===== src/rtl/lss_fifo.sv =====
// ----------------------------------------------------------------------------
// lss_fifo
// Small register queue with full and empty flags.
// ----------------------------------------------------------------------------
module lss_fifo #(
    parameter int WIDTH = 8,
    parameter int DEPTH = 2
) (
    input  logic             i_clk,
    input  logic             i_rst_n,
    input  logic             i_push,
    input  logic [WIDTH-1:0] i_data,
    input  logic             i_pop,
    output logic [WIDTH-1:0] o_data,
    output logic             o_full,
    output logic             o_empty
);
    localparam int PW = (DEPTH > 1) ? $clog2(DEPTH) : 1;
    localparam int CW = $clog2(DEPTH + 1);

    logic [WIDTH-1:0] r_mem [DEPTH];
    logic [PW-1:0]    r_wr;
    logic [PW-1:0]    r_rd;
    logic [CW-1:0]    r_cnt;
    logic             w_push;
    logic             w_pop;

    assign o_full  = (r_cnt == CW'(DEPTH));
    assign o_empty = (r_cnt == '0);
    assign o_data  = r_mem[r_rd];
    assign w_push  = i_push && !o_full;
    assign w_pop   = i_pop && !o_empty;

    always_ff @(posedge i_clk) begin
        if (w_push) begin
            r_mem[r_wr] <= i_data;
        end
    end

    always_ff @(posedge i_clk) begin
        if (!i_rst_n) begin
            r_wr  <= '0;
            r_rd  <= '0;
            r_cnt <= '0;
        end else begin
            if (w_push) begin
                r_wr <= (r_wr == PW'(DEPTH - 1)) ? '0 : r_wr + 1'b1;
            end
            if (w_pop) begin
                r_rd <= (r_rd == PW'(DEPTH - 1)) ? '0 : r_rd + 1'b1;
            end
            if (w_push && !w_pop) begin
                r_cnt <= r_cnt + 1'b1;
            end else if (w_pop && !w_push) begin
                r_cnt <= r_cnt - 1'b1;
            end
        end
    end

endmodule


===== config.mk =====
export PLATFORM = sky130hd
export DESIGN_NAME = lss_fifo
export DESIGN_NICKNAME = d
export VERILOG_FILES = /design/src/rtl/lss_fifo.sv
export SDC_FILE = /design/constraint.sdc
export NUM_CORES = 1
export LEC_CHECK = 0
export BUFFER_PORTS_ARGS = -buffer_cell sky130_fd_sc_hd__buf_4
export CORE_MARGIN = 2
export CORE_UTILIZATION = 52
export CTS_CLUSTER_DIAMETER = 100
export DETAILED_ROUTE_END_ITERATION = 12
export PLACE_DENSITY = 0.79
export SLEW_MARGIN = 10
export SYNTH_ARGS = -nofsm -noshare
export SYNTH_HDL_FRONTEND = slang
export SYNTH_SLANG_ARGS = --single-unit

===== constraint.sdc =====
create_clock -name i_clk -period 2.64 [get_ports i_clk]
set_input_delay 0.264 -clock i_clk [delete_from_list [all_inputs] [get_ports i_clk]]
set_output_delay 0.264 -clock i_clk [all_outputs]
set_load 0.03 [all_outputs]

==> results.ini <==
[status]
outcome = completed

[sta]
period_share = 0.627
slew_viol_final = 0
layout_min_cycle_time_ps = 1660
tightest_slew_ps = 723
rsz0062_at_grt = no
setup_ws_ps = 984
slew-limit-headroom = 0.515
fin_setup_tns_ps = 0
fin_worst_skew_ps = 4.48
setup-violations-final = 0
holdWs_ps = 149
hold_viol = 0
fmax_mhz = 604

[worst_setup_path]
worstPathRequired_ps = 2380
reg2reg_depth = 6
worstPathArrival_ps = 1390
endpoint = o_data[0]
rr_endpoint = r_cnt[1]
critPathKind = reg2out
ff2ff_setup_slack_ps = 1060
crit_path_start_kind = flop
critPathCaptureType = output port
r2r_start = r_cnt[0]
cp_max_fo = 8

[placed_design]
place_congestion = 0.760
dpl.hpwl_um = 927
placedCellCount = 86
portBuffers = 21
place_area_sq_um = 982
place_ws_ps = 1040

[power]
design_power_total_mw = 1.01
ir_drop_uv = 531
p_leak_nw = 0.399
power.density_nw_per_um2 = 1000

[detailed_routing]
drt-wirelength-per-cell_um = 13.6
drtIter0Drc = 14
num_vias = 483
firstDrtPassIters = 4
via_per_inst = 5.37
drtAntennaViolNets = 0
route.detailed.drc = 0
routed_wl_um = 1220

[global_routing]
track_usage = 0.141
grt_pass1_wl_um = 1880
overflow = 0
antenna_found_initial = 0
grt_pass1_vias = 446
grt_max_degree = 13

[floorplan]
core-area_sq_um = 1490
rows = 14
die_area_sq_um = 1890
fp.dieH_um = 43.5
pin_count = 22
initial_utilization = 0.544
die_w_um = 43.5

[clock_tree]
clkTransAtPathRegs_ps = 110
cts_setup_buffers = 0
clk_path_buf_depth = 2
cts_max_level = 1
cts_root_buf = clkbuf_4
holdBufCountCts = 0
cts_made_buffers = 3
clkSinkCount = 21
cts-resized-gates = 0
cts_tree = done
worstSkewPairLatency_ps = 290

[logic_synthesis]
async_reset_ff_frac = 0
synth.ff_latch_count = 21
yosysSeqAreaShare = 0.717
yosys.area.top_type = edfxtp_1
yosys_warnings = 0
synth_most_common_cell = edfxtp_1
syn-num-nets = 63
synth_area_leaders = edfxtp_1 (59%), dfxtp_1 (12%), mux2_2 (11%), and2_1 (2.3%), xnor2_1 (2.2%)
synth_top_area_frac = 0.594
syn_area_per_cell_sq_um = 16.2
netlist_area_sq_um = 810
ys.flop_type = edfxtp_1
synth-edff-count = 16
post_synth_num_cell_types = 20
synth_cells = 50
netlist_top_cells_count = edfxtp_1 (16), mux2_2 (8), dfxtp_1 (5)

[flow_run]
cap_violations = 0

[finish]
area_delta_synth_final_pct = 24.7
drive_gt1_frac = 0.473
fin_area_sq_um = 1010
diodes = 0
instances_no_fill = 90
fin_nets = 88
final_util = 0.678

[min_path]
hp-class = in2reg

-- worst min-delay path by stage --
| stage | startpoint | end | slack [ps] | cells after the start |
|---|---|---|---|---|
| 2_1_floorplan | i_data[0] | r_mem[0][0] | 360 | 0 |
| 3_3_place_gp | i_data[2] | r_mem[0][2] | 450 | 1 |
| 3_5_place_dp | i_data[4] | r_mem[1][4] | 450 | 1 |
| 4_1_cts | i_data[4] | r_mem[0][4] | 140 | 1 |
| 5_1_grt | i_data[2] | r_mem[0][2] | 130 | 1 |
| 6_report | i_data[2] | r_mem[0][2] | 150 | 1 |
-- kinds of logic (layout without fill, tap and decap cells) --
kind of cell             after synthesis  after routing  share of synthesized area
multiplexers                           8              8                      0.111
AO/OA/AOI/OAI                          5              5                     0.0402
adder cells (fa/ha/maj)                1              1                     0.0155
buffers and inverters                  3             27                     0.0154
AND/OR/NAND/NOR                        9              9                     0.0680
XOR/XNOR                               3              3                     0.0325
flip-flops                            21             21                      0.717
-- state kept, by name, summed over array words and instances, names as in the netlist, named ones only --
name / count
r_rd: 1
r_mem: 16
r_cnt: 2
r_wr: 1
-- power breakdown --
part / switching, mW / internal (mW)
Sequential: 0.0437 / 0.422
Clock: 0.0881 / 0.0562
Combinational: 0.223 / 0.180
Total: 0.355 / 0.658
-- layout by cell type, fill, tap and decap left out, drive strengths merged --
| cell type | count |
|---|---|
| o21ai | 2 |
| nor2 | 2 |
| clkbuf | 3 |
| a21boi | 2 |
| inv | 2 |
| ha | 1 |
| edfxtp | 16 |
| nand2b | 1 |
| nor3 | 1 |
| o21a | 1 |
| xor2 | 1 |
| dfxtp | 5 |
| buf | 21 |
| xnor2 | 2 |
| and2 | 3 |
| clkinv | 1 |
| and3 | 1 |
| or3 | 1 |
| mux2 | 8 |
-- worst max-delay path, stage by stage (launching register included) --
cell     delay, ps
dfxtp_1        550
mux2_2         390
buf_4          170
-- area by class of cell --
class	instances	area, sq um
repair buffers	21	158
fillers	108	479
inverters	2	7.51
clock buffers	3	22.5
flip-flops and latches	21	581
multi-input cells	26	216
clock inverters	1	5.00
well taps	16	20.0
-- per-layer routing --
| layer | wire length [um] | global-route usage |
|---|---|---|
| met5 | 0 | 0 |
| met4 | 0 | 0.0545 |
| met3 | 62 | 0.0542 |
| met2 | 665 | 0.239 |
| met1 | 493 | 0.162 |
No activity file was read; power rests on OpenSTA's default activity.
