### src/rtl/lss_pkg.sv
// ----------------------------------------------------------------------------
// lss_pkg
// Shared constants and payload types of the longest-subarray-with-sum block.
// ----------------------------------------------------------------------------
package lss_pkg;

    localparam int VALUE_BITS  = 16;
    localparam int ELEM_W      = 16;
    localparam int TARGET_W    = 27;
    localparam int LEN_W       = 11;
    localparam int MAX_LEN_DEF = 1024;

    typedef struct packed {
        logic signed [ELEM_W-1:0] element;
        logic                     is_last;
    } t_item;

    typedef struct packed {
        logic [LEN_W-1:0] longest_len;
        logic             overflowed;
    } t_result;

endpackage

### src/rtl/lss_front.sv
// ----------------------------------------------------------------------------
// lss_front
// Accepts elements, keeps the running prefix sum and index, and classifies
// each element into a table job for the back end.
// ----------------------------------------------------------------------------
module lss_front import lss_pkg::*; #(
    parameter int MAX_LEN = MAX_LEN_DEF,
    parameter int SUM_W   = 29
) (
    input  logic                                  i_clk,
    input  logic                                  i_rst_n,
    input  logic                                  i_accept,
    input  t_item                                 i_item,
    input  logic signed [TARGET_W-1:0]            i_target,
    output logic [2*SUM_W+$clog2(MAX_LEN)+3:0]    o_job
);
    localparam int IDX_W = $clog2(MAX_LEN);
    localparam int CNT_W = $clog2(MAX_LEN + 1);

    logic signed [SUM_W-1:0] r_sum;
    logic [CNT_W-1:0]        r_idx;
    logic                    r_too_long;
    logic signed [SUM_W-1:0] n_sum;
    logic signed [SUM_W-1:0] w_elem;
    logic signed [SUM_W-1:0] w_tgt;
    logic signed [SUM_W-1:0] w_diff;
    logic                    w_live;
    logic                    w_hit;
    logic                    w_ovf;

    assign w_elem = SUM_W'(signed'(i_item.element[VALUE_BITS-1:0]));
    assign w_tgt  = SUM_W'(i_target);
    assign w_live = (r_idx != CNT_W'(MAX_LEN));
    assign n_sum  = r_sum + w_elem;
    assign w_diff = n_sum - w_tgt;
    assign w_hit  = (n_sum == w_tgt);
    assign w_ovf  = r_too_long || !w_live;
    assign o_job  = {w_diff, n_sum, r_idx[IDX_W-1:0], w_live, w_hit,
                     i_item.is_last, w_ovf};

    always_ff @(posedge i_clk) begin
        if (!i_rst_n) begin
            r_sum      <= '0;
            r_idx      <= '0;
            r_too_long <= 1'b0;
        end else if (i_accept) begin
            if (i_item.is_last) begin
                r_sum      <= '0;
                r_idx      <= '0;
                r_too_long <= 1'b0;
            end else if (w_live) begin
                r_sum <= n_sum;
                r_idx <= r_idx + 1'b1;
            end else begin
                r_too_long <= 1'b1;
            end
        end
    end

endmodule

### config.mk
export PLATFORM = sky130hd
export DESIGN_NAME = lss_front
export DESIGN_NICKNAME = d
export VERILOG_FILES = /design/src/rtl/lss_pkg.sv /design/src/rtl/lss_front.sv
export SDC_FILE = /design/constraint.sdc
export NUM_CORES = 1
export LEC_CHECK = 0
export BUFFER_PORTS_ARGS = -buffer_cell sky130_fd_sc_hd__buf_4
export CORE_AREA = 2 2 101 94
export CTS_BUF_LIST = sky130_fd_sc_hd__clkbuf_8
export DETAILED_ROUTE_END_ITERATION = 16
export DIE_AREA = 0 0 103 96
export PLACE_DENSITY = 0.81
export RECOVER_POWER = 25
export SYNTH_ARGS = -nofsm -noshare
export SYNTH_HDL_FRONTEND = slang
export SYNTH_SLANG_ARGS = --single-unit
### constraint.sdc
create_clock -name i_clk -period 9.53 [get_ports i_clk]
set_clock_uncertainty 0.2 [all_clocks]
set_input_delay 0.4765 -clock i_clk [delete_from_list [all_inputs] [get_ports i_clk]]
set_output_delay 0.4765 -clock i_clk [all_outputs]
set_load 0.01 [all_outputs]
==> results of run 1 <==
-- layout by cell type, fill, tap and decap left out, types with 16 or more instances in the layout --
cell type  synthesis  routed
a21oi_1           46      46
nor2b_1           32      32
dfxtp_1           41      41
ha_1              58      58
nand2_1           26      26
inv_1             46      46
a22oi_1           24      24
nor2_1            37      37
xor2_1            20      20
clkbuf_1          15      16
a21o_1            25      25
nand3_1           17      17
xnor2_1           40      40
o21ai_0           27      26
buf_4             14     104
-- final timing paths --
kind	endpoint	slack (ns)	depth (start not counted)
min	r_too_long	0.28	3
min reg2reg	r_too_long	0.29	2
max reg2reg	r_sum[27]	6.10	9
max	o_job[71]	4.03	17
-- cell families (layout without fill, tap and decap cells) --
family                     Yosys count  count (layout)  synth area share [%]
AOI/OAI and AO/OA                  189             189                  27.7
muxes                                1               1                 0.211
buffers and inverters               75             174                  7.06
DFF                                 41              41                  17.3
xor gates and xnor gates            61              61                  11.4
and+or+nand+nor                    177             177                  20.1
adders and majority gates           60              60                  16.2
-- flip-flops by register name, summed over array words and instances, names as in the netlist --
signal / cells
r_sum: 29
r_idx: 11
r_too_long: 1
-- final cells by class --
cell class	instances	area (um2)	area share [%]
Sequential cell	41	821	14.4
Timing Repair Buffer	120	841	14.7
Inverter	46	173	3.02
Clock inverter	3	68.8	1.20
Tap cell	122	153	2.67
Multi-Input combinational cell	488	3590	62.8
Clock buffer	5	68.8	1.20
-- power groups by stage --
stage / Sequential [W] / Clock (W) / Combinational (W)
after floorplan: 0.000186 / 0 / 0.000334
after global placement: 0.000187 / 0 / 0.000519
after detailed placement: 0.000187 / 0 / 0.000530
after CTS: 0.000183 / 0.000178 / 0.000532
after global routing: 0.000184 / 0.000184 / 0.000578
final: 0.000184 / 0.000175 / 0.000535
-- cells in the mapped netlist, drive strengths merged, types with 3 or more instances --
| cell type | number |
|---|---|
| a221oi | 4 |
| nor4 | 3 |
| o31a | 3 |
| nand4 | 10 |
| nand2 | 26 |
| ha | 58 |
| nand3b | 6 |
| nand2b | 7 |
| o2111ai | 4 |
| clkbuf | 15 |
| o21a | 10 |
| o21bai | 9 |
| a211oi | 4 |
| nor3b | 4 |
| dfxtp | 41 |
| xnor2 | 41 |
| or3 | 4 |
| o41ai | 5 |
| nor3 | 11 |
| a41oi | 3 |
| inv | 46 |
| and3 | 6 |
| a22oi | 24 |
| xor2 | 20 |
| nor2b | 32 |
| a21o | 25 |
| a31oi | 3 |
| a21oi | 46 |
| nor4b | 3 |
| nand3 | 17 |
| o21ai | 30 |
| or2 | 5 |
| nor2 | 37 |
| buf | 14 |
-- per-layer routing --
layer	track usage [%]	up-vias	share of wire [%]
li1	-	2390	-
met4	6.36	0	2.0
met2	41.7	147	48
met3	4.43	20	6.4
met1	31.0	2190	44
met5	0	-	0
-- metrics by stage --
| stage | cell area [um2] | hold slack (ns) |
|---|---|---|
| final | 5710 | 0.277 |
| after global routing | 5710 | 0.274 |
| after CTS | 5770 | 0.261 |
| after detailed placement | 5640 | 0.271 |
| after global placement | 5640 | 0.243 |
| after floorplan | 4730 | 0.228 |
-- worst min-delay path, stage by stage --
cell and delay [ns]:
buf_4 0.12, a21oi_1 0.06, nor2_1 0.07
==> results.tsv, run 1 <==
metric	value	unit
outcome	finished, violations left	
violations	capacitance limit, slew limit	
fin_setup_tns	0	ns
drt_wl_total	12.6	mm
fin_cells	825	
synth_cell_type_count	61	
coreArea	8840	um2
p_sw	0.000357	W
async_flop_share	0	%
ir_worst_vdd	0.0000930	V
setup_viol	0	
worstSetupStartpointType	register	
final_util	64.7	%
synth_edf_count	0	
cell_internal_pwr	0.000535	W
clockPowerShare	19.6	%
cts_sinks	41	
die-area	9890	um2
placed_cells	817	
die_width	103	um
critPathBufInv	1	
initial_core_util	53.6	%
drive_gt1_share	18.2	%
p_leak	2.66	nW
dpl.hpwl	9.76	mm
syn-num-nets	711	
synth-seq-cells	41	
portBuffers	118	
syn_area	4730	um2
path_class	reg2out	
final_antenna_net_count	0	
layout_min_cycle_time	5.50	ns
critPathCaptureType	output port	
syn_inst	604	
worst_slew_pin_slew	1.72	ns
crit_chain	ha_1, a211oi_1, o21bai_1, a21oi_1, o21ai_1, a2111oi_1, o41ai_1, xnor2_1, ha_1, a21o_1, a31oi_1, nor2b_1, o41ai_1, o41ai_1, a221oi_1, xnor2_1, buf_4	
pwr-share-seq	20.6	%
area_growth	20.7	%
sw_frac_of_total	40.0	%
gp_congestion	0.990	
pwr-share-comb	59.9	%
pre_cts_ws	4.13	ns
post-route-drc-count	0	
drt-wirelength-per-cell	15.3	um
antenna_cells	0	
drt_iter0_drc	266	
hold_buffers	0	
avgSynthCellArea	7.84	um2
p_per_area	156	nW/um2
synthTopCellsByArea	dfxtp_1 (17%), ha_1 (15%), xnor2_1 (7.4%)	
cpMostUsedCell	o41ai_1	
critical-path-max-stage-delay	0.49	ns
clockBufferDepth	2	
fillers	794	
cts.repair.resized	0	
slew_headroom	-14.7	%
crit_family	compound AO/OA/AOI/OAI gates	
nNetsFinal	809	
vias	4747	
clk_latency	0.30	ns
yosys.area.top_type	dfxtp_1	
path_clk_slew	0.09	ns
hold_viol_final	0	
die_h	96	um
grt_start_max_net_pins	42	
first_pass_iters	5	
yosys_warnings	0	
row_count	33	
grt_overflow	0	
worstHoldStart	i_accept	
fin_ws	4.03	ns
via_per_inst	5.75	
power.total	0.000893	W
cp_slowest_cell	a2111oi_1	
root_buffer	clkbuf_8	
worstPathArrival	4.82	ns
cp-startpoint	r_sum[1]	
worstPathMaxFanout	6	
pin_count	119	
antenna_found_initial	0	
period_share	57.7	%
drv_slew	38	
grt_pass1_wl	19.4	mm
synth_top_area_share	17.3	%
cts-buffers-inserted	5	
synth_ff_type	dfxtp_1	
rr_startpoint	r_idx[0]	
hold_path_class	in2reg	
grt_pass1_vias	4282	
grt_usage	24.2	%
ys_seq_area_share	17.3	%
postCtsSetupBuffers	0	
htreeDepth	2	
clock.fmax	182	MHz
cp_data_required_time	8.85	ns
rsz0062_at_grt	no	
cts_tree	built	
cap_viol_max_count	1	
Note: power is estimated with default switching activity, not from simulation.
==> run 2: changes to the inputs <==
clock period = 5.71 ns   (was 9.53 ns; I/O delays follow)
==> results.tsv, run 2 (synthesis results as in run 1) <==
metric	value	unit
grt_start_max_net_pins	42	
setup_viol	0	
hold_path_class	in2reg	
drt_wl_total	12.5	mm
path_clk_slew	0.09	ns
violations	capacitance limit, slew limit	
slew_headroom	-18.5	%
largest-register	r_sum	
drive_gt1_share	17.8	%
cts.repair.resized	0	
htreeDepth	2	
ir_worst_vdd	0.000149	V
fin_ws	0.369	ns
busiest_layer	met2	
whs	0.0741	ns
antenna_found_initial	0	
grt_util_met2	42.7	%
drt_iter0_drc	239	
clock.fmax	187	MHz
clockBufferDepth	2	
cts_tree	built	
grtUsageMet1	33.0	%
first_pass_iters	4	
hold_buffers	0	
rsz0062_at_grt	no	
grt_overflow	0	
pin_count	119	
cts-buffers-inserted	5	
via_per_inst	5.77	
worstSetupStartpointType	register	
grt_pass1_wl	19.9	mm
use_met3	3.12	%
drv_slew	69	
hold_viol_final	0	
p_per_area	260	nW/um2
mostFrequentLayoutCell	buf_4	
coreArea	8840	um2
drt-wirelength-per-cell	15.1	um
path_class	reg2out	
layout_min_cycle_time	5.34	ns
p_leak	2.65	nW
fin_setup_tns	0	ns
critPathCaptureType	output port	
antenna_cells	0	
row_count	33	
dpl.hpwl	9.78	mm
worst_slew_pin_slew	1.78	ns
outcome	finished, violations left	
design_area	5700	um2
grt_usage	24.8	%
grt_pass1_vias	4345	
cts_sinks	41	
die-area	9890	um2
gp_congestion	0.952	
final_antenna_net_count	0	
vias	4760	
post-route-drc-count	0	
final_cell_mix	buf_4 (101), ha_1 (58), inv_1 (46), a21oi_1 (46), dfxtp_1 (41)	
largest_register_ffs	29	
area_growth	20.5	%
nNetsFinal	809	
worstPathArrival	4.86	ns
cp_data_required_time	5.22	ns
portBuffers	118	
root_buffer	clkbuf_8	
period_share	93.5	%
clk_latency	0.30	ns
top_regs	r_sum x29, r_idx x11, r_too_long x1	
die_width	103	um
cap_viol_max_count	2	
die_h	96	um
initial_core_util	53.6	%
pre_cts_ws	0.741	ns
worstPathMaxFanout	6	
dpl_cell_area	5640	um2
postCtsSetupBuffers	0	
[run 2: changes by cell type in the layout (fill, tap and decap cells not counted), sizes merged]
cell	change
buf	-3
clkbuf	+3
[run 2: path summary, 6_finish.rpt]
check | startpoint | endpoint | slack (ns) | cells past startpoint
hold / removal | i_accept | r_too_long | 0.07 | 3
hold reg to reg | r_too_long | r_too_long | 0.28 | 2
setup reg to reg | r_idx[0] | r_sum[27] | 2.30 | 9
setup / recovery | r_sum[0] | o_job[70] | 0.37 | 20
[run 2: critical path, cell delays in order, from the launching register on]
cell	delay (ns)
dfxtp_1	0.35
ha_1	0.19
inv_1	0.07
fa_1	0.40
nor2b_1	0.20
o2111ai_1	0.21
nand2_1	0.15
a21o_1	0.13
a21oi_1	0.08
xnor2_1	0.33
ha_1	0.38
nand4_1	0.18
nor2_1	0.06
o21a_1	0.14
o311ai_1	0.41
a211oi_1	0.21
o41ai_2	0.39
nand2_1	0.11
a221oi_2	0.26
xnor2_1	0.16
buf_4	0.15
[run 2: area by class of cell]
cell class                 count  area, um2
tap                          122        153
sequential                    41        821
clock buffer                   5       68.8
inverter                      46        173
clock inverter                 3       68.8
fill                         839       3130
timing repair buffer         120        830
multi-input combinational    488       3590
[run 2: stage by stage]
| stage | cells | util [%] | total power (W) |
|---|---|---|---|
| after floorplan | 604 | - | 0.000869 |
| final | 825 | 64.5 | 0.00148 |
| after global routing | 825 | 64.5 | 0.00158 |
| after detailed placement | 817 | 63.8 | 0.00120 |
| after global placement | 817 | 63.8 | 0.00118 |
| after CTS | 825 | 65.3 | 0.00149 |
[run 2: where the power goes]
part | internal [W] | switching (W) | total (W) | leakage, nW
logic | 0.000417 | 0.000470 | 0.000887 | 2.25
clock network | 0.000176 | 0.000115 | 0.000291 | 0.0687
registers | 0.000298 | 0.00000803 | 0.000306 | 0.334
total | 0.000891 | 0.000593 | 0.00148 | 2.65
[run 2: layer usage]
metal	wire, um	vias up
met5	0	-
met4	185	0
met3	645	12
met2	5930	148
met1	5700	2211
li1	-	2389
